**config.mk**
```make
export PLATFORM = sky130hd
export DESIGN_NAME = length_prefixed_request_deframer
export DESIGN_NICKNAME = d
export VERILOG_FILES = /design/src/hdl/lprd_pkg.sv /design/src/hdl/lprd_in_reg.sv /design/src/hdl/lprd_deframe.sv /design/src/hdl/length_prefixed_request_deframer.sv
export VERILOG_INCLUDE_DIRS = /design/src /design/src/hdl
export SDC_FILE = /design/constraint.sdc
export NUM_CORES = 1
export LEC_CHECK = 0
export BUFFER_PORTS_ARGS = -buffer_cell sky130_fd_sc_hd__buf_2
export CAP_MARGIN = 20
export CORE_ASPECT_RATIO = 1.75
export CORE_MARGIN = 2
export CORE_UTILIZATION = 45
export CTS_BUF_LIST = sky130_fd_sc_hd__clkbuf_8
export CTS_CLUSTER_SIZE = 8
export DETAILED_ROUTE_END_ITERATION = 10
export PLACE_DENSITY = 0.69
export SETUP_SLACK_MARGIN = 0.1
export SYNTH_ARGS = -nofsm -noshare
export SYNTH_HDL_FRONTEND = slang
export SYNTH_SLANG_ARGS = --single-unit
```
**constraint.sdc**
```tcl
create_clock -name clk -period 3.3 [get_ports clk]
set_clock_uncertainty 0.15 [all_clocks]
set_input_delay 0.33 -clock clk [delete_from_list [all_inputs] [get_ports clk]]
set_output_delay 0.33 -clock clk [all_outputs]
set_load 0.03 [all_outputs]
```
**src/hdl/length_prefixed_request_deframer_defines.svh**
```systemverilog
// assertion macros used by the deframer decode module
`ifndef LENGTH_PREFIXED_REQUEST_DEFRAMER_DEFINES_SVH
`define LENGTH_PREFIXED_REQUEST_DEFRAMER_DEFINES_SVH

// same-cycle implication, checked at every rising edge outside reset
`define LPRD_ASSERT_NOW(label, clk, rst_n, ante, cons) \
	label: assert property (@(posedge clk) disable iff (!(rst_n)) (ante) |-> (cons)) \
		else $error("lprd check failed");

// next-cycle implication, checked at every rising edge outside reset
`define LPRD_ASSERT_NEXT(label, clk, rst_n, ante, cons) \
	label: assert property (@(posedge clk) disable iff (!(rst_n)) (ante) |=> (cons)) \
		else $error("lprd check failed");

`endif

```
**src/hdl/lprd_pkg.sv**
```systemverilog
// shared types and constants of the request deframer
package lprd_pkg;

	localparam int unsigned HdrBytes   = 4;
	localparam int unsigned SizeBytes  = 2;
	localparam logic [15:0] MaxObjReset = 16'd128;

	// parsing phase, one-hot
	typedef enum logic [2:0] {
		PH_HEADER  = 3'b001,
		PH_SIZE    = 3'b010,
		PH_PAYLOAD = 3'b100
	} phase_t;

	// byte role codes
	localparam logic [1:0] ROLE_HEADER  = 2'd0;
	localparam logic [1:0] ROLE_SIZE    = 2'd1;
	localparam logic [1:0] ROLE_PAYLOAD = 2'd2;

	// error codes
	localparam logic [1:0] ERR_NONE    = 2'd0;
	localparam logic [1:0] ERR_OVER    = 2'd1;
	localparam logic [1:0] ERR_OVERSIZE = 2'd2;

	// header field byte positions
	localparam logic [1:0] HDR_SIZE_LO = 2'd0;
	localparam logic [1:0] HDR_SIZE_HI = 2'd1;
	localparam logic [1:0] HDR_ID_LO   = 2'd2;
	localparam logic [1:0] HDR_ID_HI   = 2'd3;

	// one result item
	typedef struct packed {
		logic [7:0]  byte_out;
		logic [1:0]  byte_role;
		logic [15:0] request_tag;
		logic [15:0] object_number;
		logic        request_start;
		logic        object_start;
		logic        object_end;
		logic        request_end;
		logic [1:0]  error_code;
	} result_t;

endpackage

```
**src/hdl/lprd_in_reg.sv**
```systemverilog
// input register stage for the byte stream
module lprd_in_reg
	import lprd_pkg::*;
(
	input  logic       clk,
	input  logic       arst_n,
	input  logic       in_valid,
	output logic       in_ready,
	input  logic [7:0] data_byte,
	output logic       valid_s1,
	output logic [7:0] data_s1,
	input  logic       take_s1
);

	logic       vld_s1;
	logic [7:0] byte_s1;

	// accept when empty or when the held byte moves on this cycle
	assign in_ready = !vld_s1 || take_s1;

	// valid flag
	always_ff @(posedge clk or negedge arst_n) begin
		if (!arst_n) begin
			vld_s1 <= 1'b0;
		end else if (in_ready) begin
			vld_s1 <= in_valid;
		end
	end

	// byte holding register
	always_ff @(posedge clk) begin
		if (in_valid && in_ready) begin
			byte_s1 <= data_byte;
		end
	end

	assign valid_s1 = vld_s1;
	assign data_s1  = byte_s1;

endmodule

```
**src/hdl/lprd_deframe.sv**
```systemverilog
// parsing state, per-byte decode and result register
`include "length_prefixed_request_deframer_defines.svh"

module lprd_deframe
	import lprd_pkg::*;
(
	input  logic        clk,
	input  logic        arst_n,
	input  logic [15:0] max_object_size,
	input  logic        valid_s1,
	input  logic [7:0]  data_s1,
	output logic        take_s1,
	output logic        out_valid,
	input  logic        out_ready,
	output result_t     result
);

	phase_t      phase_q, phase_d;
	logic [1:0]  fbc_q, fbc_d;
	logic [7:0]  hold_q, hold_d;
	logic [15:0] body_size_q, body_size_d;
	logic [15:0] req_id_q, req_id_d;
	logic [16:0] consumed_q, consumed_d;
	logic [15:0] obj_size_q, obj_size_d;
	logic [15:0] remaining_q, remaining_d;
	logic [15:0] obj_count_q, obj_count_d;

	logic        valid_s2;
	result_t     result_s2;
	result_t     res_d;
	logic        advance;
	logic        finish;
	logic [15:0] size_word;

	// the result register frees up when empty or when taken
	assign advance = !valid_s2 || out_ready;
	assign take_s1 = advance;
	assign size_word = {data_s1, hold_q};

	// per-byte decode
	always_comb begin
		phase_d     = phase_q;
		fbc_d       = fbc_q;
		hold_d      = hold_q;
		body_size_d = body_size_q;
		req_id_d    = req_id_q;
		consumed_d  = consumed_q;
		obj_size_d  = obj_size_q;
		remaining_d = remaining_q;
		obj_count_d = obj_count_q;
		finish      = 1'b0;
		res_d       = '0;
		res_d.byte_out = data_s1;

		unique case (phase_q)
			PH_SIZE: begin
				res_d.byte_role     = ROLE_SIZE;
				res_d.object_number = obj_count_q;
				consumed_d = consumed_q + 17'd1;
				if (fbc_q == 2'd0) begin
					hold_d = data_s1;
					fbc_d  = 2'd1;
				end else begin
					obj_size_d  = size_word;
					remaining_d = size_word;
					res_d.object_start = 1'b1;
					if (size_word > max_object_size) begin
						res_d.error_code = ERR_OVERSIZE;
					end
					if (size_word == 16'd0) begin
						finish = 1'b1;
					end else begin
						phase_d = PH_PAYLOAD;
						fbc_d   = 2'd0;
					end
				end
			end
			PH_PAYLOAD: begin
				res_d.byte_role     = ROLE_PAYLOAD;
				res_d.object_number = obj_count_q;
				consumed_d  = consumed_q + 17'd1;
				remaining_d = remaining_q - 16'd1;
				if (remaining_d == 16'd0) begin
					finish = 1'b1;
				end
			end
			default: begin
				// header phase
				res_d.byte_role = ROLE_HEADER;
				unique case (fbc_q)
					HDR_SIZE_LO: hold_d = data_s1;
					HDR_SIZE_HI: body_size_d = size_word;
					HDR_ID_LO:   hold_d = data_s1;
					HDR_ID_HI: begin
						req_id_d    = size_word;
						consumed_d  = 17'd0;
						obj_count_d = 16'd0;
						res_d.request_start = 1'b1;
					end
					default: hold_d = hold_q;
				endcase
				if (fbc_q == HDR_ID_HI) begin
					phase_d = PH_SIZE;
					fbc_d   = 2'd0;
				end else begin
					phase_d = PH_HEADER;
					fbc_d   = fbc_q + 2'd1;
				end
			end
		endcase

		// object completion and request end check
		if (finish) begin
			res_d.object_end = 1'b1;
			obj_count_d = obj_count_q + 16'd1;
			if (consumed_d >= {1'b0, body_size_q}) begin
				res_d.request_end = 1'b1;
				if (consumed_d > {1'b0, body_size_q}) begin
					res_d.error_code = ERR_OVER;
				end
				phase_d = PH_HEADER;
			end else begin
				phase_d = PH_SIZE;
			end
			fbc_d = 2'd0;
		end

		res_d.request_tag = req_id_d;
	end

	// parsing state, updated when a byte moves into the result register
	always_ff @(posedge clk or negedge arst_n) begin
		if (!arst_n) begin
			phase_q     <= PH_HEADER;
			fbc_q       <= 2'd0;
			hold_q      <= 8'd0;
			body_size_q <= 16'd0;
			req_id_q    <= 16'd0;
			consumed_q  <= 17'd0;
			obj_size_q  <= 16'd0;
			remaining_q <= 16'd0;
			obj_count_q <= 16'd0;
		end else if (valid_s1 && advance) begin
			phase_q     <= phase_d;
			fbc_q       <= fbc_d;
			hold_q      <= hold_d;
			body_size_q <= body_size_d;
			req_id_q    <= req_id_d;
			consumed_q  <= consumed_d;
			obj_size_q  <= obj_size_d;
			remaining_q <= remaining_d;
			obj_count_q <= obj_count_d;
		end
	end

	// result valid flag
	always_ff @(posedge clk or negedge arst_n) begin
		if (!arst_n) begin
			valid_s2 <= 1'b0;
		end else if (advance) begin
			valid_s2 <= valid_s1;
		end
	end

	// result payload
	always_ff @(posedge clk) begin
		if (valid_s1 && advance) begin
			result_s2 <= res_d;
		end
	end

	assign out_valid = valid_s2;
	assign result    = result_s2;

	// a request only ends where an object ends
	`LPRD_ASSERT_NOW(a_req_end_on_obj_end, clk, arst_n,
		valid_s2 && result_s2.request_end, result_s2.object_end)
	// overconsumption is only reported at the end of a request
	`LPRD_ASSERT_NOW(a_over_at_req_end, clk, arst_n,
		valid_s2 && (result_s2.error_code == ERR_OVER), result_s2.request_end)
	// a request end sends the parser back to the header
	`LPRD_ASSERT_NEXT(a_end_to_header, clk, arst_n,
		valid_s1 && advance && res_d.request_end, phase_q == PH_HEADER && fbc_q == 2'd0)
	// header bytes carry no object markers
	`LPRD_ASSERT_NOW(a_header_clean, clk, arst_n,
		valid_s2 && (result_s2.byte_role == ROLE_HEADER),
		!result_s2.object_start && !result_s2.object_end && result_s2.object_number == 16'd0)

endmodule

```
**src/hdl/length_prefixed_request_deframer.sv**
```systemverilog
// Length-prefixed request deframer: one byte in, one tagged result out per transfer.
// Each byte passes through an input register, combinational decode logic and a
// result register, so the block sustains one byte per clock while out_ready stays
// high. The result register holds each decoded result until out_ready takes it;
// the counter updates of the decode step set the clock limit. A request is a 4-byte
// header (little-endian body size, then request id) followed by objects, each a
// little-endian 16-bit size and its payload. max_object_size resets to 128.
// Write it through the cfg channel only while idle; the block does not enforce this.
module length_prefixed_request_deframer
	import lprd_pkg::*;
(
	input  logic        clk,
	input  logic        arst_n,
	input  logic        cfg_valid,
	output logic        cfg_ready,
	input  logic [15:0] cfg_data,
	input  logic        in_valid,
	output logic        in_ready,
	input  logic [7:0]  data_byte,
	output logic        out_valid,
	input  logic        out_ready,
	output logic [7:0]  byte_out,
	output logic [1:0]  byte_role,
	output logic [15:0] request_tag,
	output logic [15:0] object_number,
	output logic        request_start,
	output logic        object_start,
	output logic        object_end,
	output logic        request_end,
	output logic [1:0]  error_code
);

	logic [15:0] max_obj_q;
	logic        valid_s1;
	logic [7:0]  data_s1;
	logic        take_s1;
	result_t     result;

	// configuration register, always ready for a transfer
	assign cfg_ready = 1'b1;

	always_ff @(posedge clk or negedge arst_n) begin
		if (!arst_n) begin
			max_obj_q <= MaxObjReset;
		end else if (cfg_valid && cfg_ready) begin
			max_obj_q <= cfg_data;
		end
	end

	// input register stage
	lprd_in_reg u_in_reg (
		.clk       (clk),
		.arst_n    (arst_n),
		.in_valid  (in_valid),
		.in_ready  (in_ready),
		.data_byte (data_byte),
		.valid_s1  (valid_s1),
		.data_s1   (data_s1),
		.take_s1   (take_s1)
	);

	// decode and result stage
	lprd_deframe u_deframe (
		.clk             (clk),
		.arst_n          (arst_n),
		.max_object_size (max_obj_q),
		.valid_s1        (valid_s1),
		.data_s1         (data_s1),
		.take_s1         (take_s1),
		.out_valid       (out_valid),
		.out_ready       (out_ready),
		.result          (result)
	);

	// result fields
	assign byte_out      = result.byte_out;
	assign byte_role     = result.byte_role;
	assign request_tag   = result.request_tag;
	assign object_number = result.object_number;
	assign request_start = result.request_start;
	assign object_start  = result.object_start;
	assign object_end    = result.object_end;
	assign request_end   = result.request_end;
	assign error_code    = result.error_code;

endmodule

```
==> flow_metrics.env <==
export IMPL_status="finished with violations"
export IMPL_violations="negative setup slack"
export IMPL_power_density_nw_per_um2=708
export IMPL_maxCapViolCount=0
export IMPL_worstSetupEndpointType="flip-flop"
export IMPL_h_tree_depth=4
export IMPL_synth_edff_count=56
export IMPL_setup_violations=1
export IMPL_port_buffers=78
export IMPL_grt_pass1_wl_mm=34.0
export IMPL_slew_headroom_pct=28.5
export IMPL_drc=0
export IMPL_cts_sinks=168
export IMPL_critical_path_peak_fanout=3
export IMPL_worstSetupPathType="flip-flop to flip-flop"
export IMPL_grt_use_total_pct=22.2
export IMPL_grt_setup_unrepaired="yes"
export IMPL_syn_inst=828
export IMPL_syn_area_um2=8430
export IMPL_num_antenna_cells=0
export IMPL_grt_pass1_vias=6839
export IMPL_timing_final_crit_share_pct=102
export IMPL_tightest_slew_ns=1.07
export IMPL_wl_per_cell_um=16.7
export IMPL_path_cells="xnor2_2, nor2_2, nand4_1, nor2_4, buf_6, buf_6, a21oi_2, nand2_1, o21ai_1, ha_1, nand2_2, nor3_2, nand2_2, buf_6, nor4_4, buf_4, o32ai_2, mux2_4"
export IMPL_wl_met1_mm=8.03
export IMPL_min_from="cfg_valid"
export IMPL_antenna_found_initial=0
export IMPL_seq_area_um2=4490
export IMPL_arrival_ns=3.59
export IMPL_maxUsedRoutingLayer="met4"
export IMPL_finalCriticalPeriod_ns=3.36
export IMPL_drt_initial_drc_count=279
export IMPL_finalWirelength_mm=20.8
export IMPL_hp_class="input pin to flip-flop"
export IMPL_fillers=1635
export IMPL_die_h_um=185
export IMPL_syn_avg_cell_area_um2=10.2
export IMPL_cp_required_ns=3.52
export IMPL_first_pass_iters=5
export IMPL_hpwl_mm=14.5
export IMPL_die_area_um2=19900
export IMPL_synth_ff_type="dfrtp_1"
export IMPL_num_io_pins=80
export IMPL_grt_remaining_overflow=0
export IMPL_cp_start_kind="flip-flop"
export IMPL_finalWorstSetupSlack_ns=-0.0638
export IMPL_multiInputGateArea_um2=3820
export IMPL_nets=1066
export IMPL_fp_coreArea_um2=18500
export IMPL_syn_nets=897
export IMPL_antenna_left=0
export IMPL_ys_seq_area_share_pct=53.2
export IMPL_setup_tns_ns=-0.0638
export IMPL_finalHoldViolCount=0
export IMPL_std_cell_rows=66
export IMPL_via_per_inst=5.47
export IMPL_vias=6831
export IMPL_instances_no_fill=1248
export IMPL_crit_slowest_cell="dfrtp_1"
export IMPL_r2r_start="u_deframe.phase_q[1]"
export IMPL_dr_wl_met3_um=694
export IMPL_cts_tree="done"
export IMPL_cts_clk_slew_worst_paths_ns=0.10
export IMPL_cts_root_buf="clkbuf_8"
export IMPL_synth_distinct_cells=64
export IMPL_die_x_um=107
export IMPL_grt_max_degree=69
export IMPL_drive_above_1_share_pct=26.8
export IMPL_wl_met2_mm=11.1
export IMPL_max_freq_mhz=297
export IMPL_slew_viol_final=0
export IMPL_crit_top_cell="buf_6"
export IMPL_synth_seq_cells=168
export IMPL_startpoint="u_deframe.phase_q[1]"
export IMPL_dp_cells=1175
export IMPL_async_reset_ff_share_pct=66.7
export IMPL_insertion_delay_ns=0.48
export IMPL_start_util_pct=45.6
export IMPL_gp_congestion=0.914
export IMPL_leakage_nw=4.64
export IMPL_cts_buffers=17
export IMPL_synth_warnings=0
export IMPL_clk_path_buf_depth=2
export IMPL_ir_worst_vdd_mv=0.518
export IMPL_syn_to_final_growth_pct=23.8
export IMPL_critPathMaxStageDelay_ns=0.42
## through the flow
step / power, W / setup WS [ns] / instance area, um2 / utilization, % / hold WS [ns]
final: 0.00740 / -0.0638 / 10400 / 56.5 / 0.142
after global routing: 0.00789 / -0.216 / 10400 / 56.5 / 0.172
after CTS: 0.00728 / -0.0315 / 10300 / 55.4 / 0.110
after detailed placement: 0.00573 / -0.173 / 9490 / 51.3 / 0.234
after global placement: 0.00566 / -0.103 / 9490 / 51.3 / 0.233
after floorplan: 0.00482 / 0.143 / 8450 / - / -0.116
## metal layers
metal  global-route usage [%]  vias to the layer above
li1                         -                     3293
met3                     3.24                       56
met2                     40.1                      157
met5                        0                        -
met1                     24.5                     3325
met4                     12.6                        0
## where the power goes
part           switching (W)  total [W]  internal, W
Clock               0.000828    0.00147     0.000637
Sequential          0.000386    0.00313      0.00274
Combinational        0.00159    0.00281      0.00121
Total                0.00281    0.00740      0.00459
## cells in the final DEF, fill, tap and decap left out, drive strengths merged, types with 10 or more instances in the layout
master | synthesis | final
a21oi | 43 | 43
and2 | 15 | 15
buf | 8 | 153
clkbuf | 23 | 18
dfrtp | 110 | 110
dlygate4sd3 | 0 | 28
edfxtp | 56 | 56
ha | 40 | 40
inv | 45 | 53
mux2 | 43 | 43
nand2 | 145 | 145
nand3 | 24 | 24
nand4 | 15 | 15
nor2 | 52 | 52
nor3 | 15 | 15
nor4 | 10 | 10
o21ai | 67 | 67
o31ai | 12 | 12
## repair_timing
item | in CTS | in global routing
hold endpoints to repair | 70 | 0
hold buffers | 28 | 0
pin swaps | 18 | 20
gates cloned | 0 | 0
setup endpoints to repair | 5 | 10
setup buffers | 4 | 9
gates resized for setup | 15 | 32
## final cells by class
class                           count  area share (%)
Multi-Input combinational cell    582            36.5
Timing Repair Buffer              181            12.3
Inverter                           47            1.69
Sequential cell                   168            43.0
Tap cell                          238            2.85
Clock inverter                     14            1.33
Clock buffer                       18            2.37
## kinds of logic (layout without fill, tap and decap cells)
family                     after synthesis  after routing  synth area share [%]
and+or+nand+nor                        316            316                  17.8
AOI/OAI and AO/OA                      170            170                  12.2
DFF                                    168            168                  53.2
buffers and inverters                   78            260                  3.66
muxes                                   50             50                  6.57
adders and majority gates               40             40                  5.93
xor gates and xnor gates                 5              5                 0.519
other                                    1              1                0.0445
## flip-flops by register name, summed over array words and instances (netlist names)
register	flops
u_deframe.obj_count_q	16
u_deframe.result	48
u_deframe.out_valid	1
u_in_reg.valid_s1	1
u_deframe.fbc_q	2
u_deframe.req_id_q	16
u_in_reg.data_s1	8
u_deframe.consumed_q	17
u_deframe.body_size_q	16
u_deframe.phase_q	3
max_obj_q	16
u_deframe.remaining_q	16
u_deframe.hold_q	8
## path summary, 6_finish.rpt
check                           slack [ns]  cells after the start                        to
worst max-delay path                 -0.06                     18      u_deframe.phase_q[1]
worst min-delay path                  0.14                      3              max_obj_q[7]
worst max register to register       -0.06                     18      u_deframe.phase_q[1]
worst min register to register        0.35                      2  u_deframe.body_size_q[0]
max in group asynchronous             1.91                      3      u_deframe.phase_q[0]
min in group asynchronous             0.26                      2             max_obj_q[11]
## synthesized netlist by cell type, types with 5 or more instances
library cell / number / area (um2)
nand2_1: 145 / 544
dfrtp_1: 110 / 2750
o21ai_0: 65 / 325
edfxtp_1: 56 / 1680
nor2_1: 52 / 195
inv_1: 45 / 169
a21oi_1: 43 / 215
mux2_2: 43 / 484
ha_1: 40 / 500
nand3_1: 24 / 120
clkbuf_1: 23 / 86.3
and2_1: 15 / 93.8
nand4_1: 14 / 87.6
nor3_1: 14 / 70.1
o31ai_1: 12 / 90.1
nor4_1: 9 / 56.3
mux2i_1: 7 / 70.1
nor2b_1: 7 / 43.8
a31oi_1: 6 / 37.5
o2bb2ai_1: 6 / 52.6
and3_1: 5 / 31.3
o22ai_1: 5 / 31.3
## critical path, delay by kind of cell (launching register included)
family / cells / cell delay, ns
muxes: 1 / 0.26
buffers and inverters: 4 / 0.51
xor gates and xnor gates: 1 / 0.15
adders and majority gates: 1 / 0.33
DFF: 1 / 0.42
and+or+nand+nor: 8 / 1.26
AOI/OAI and AO/OA: 3 / 0.19
No activity file was read; power rests on OpenSTA's default activity.
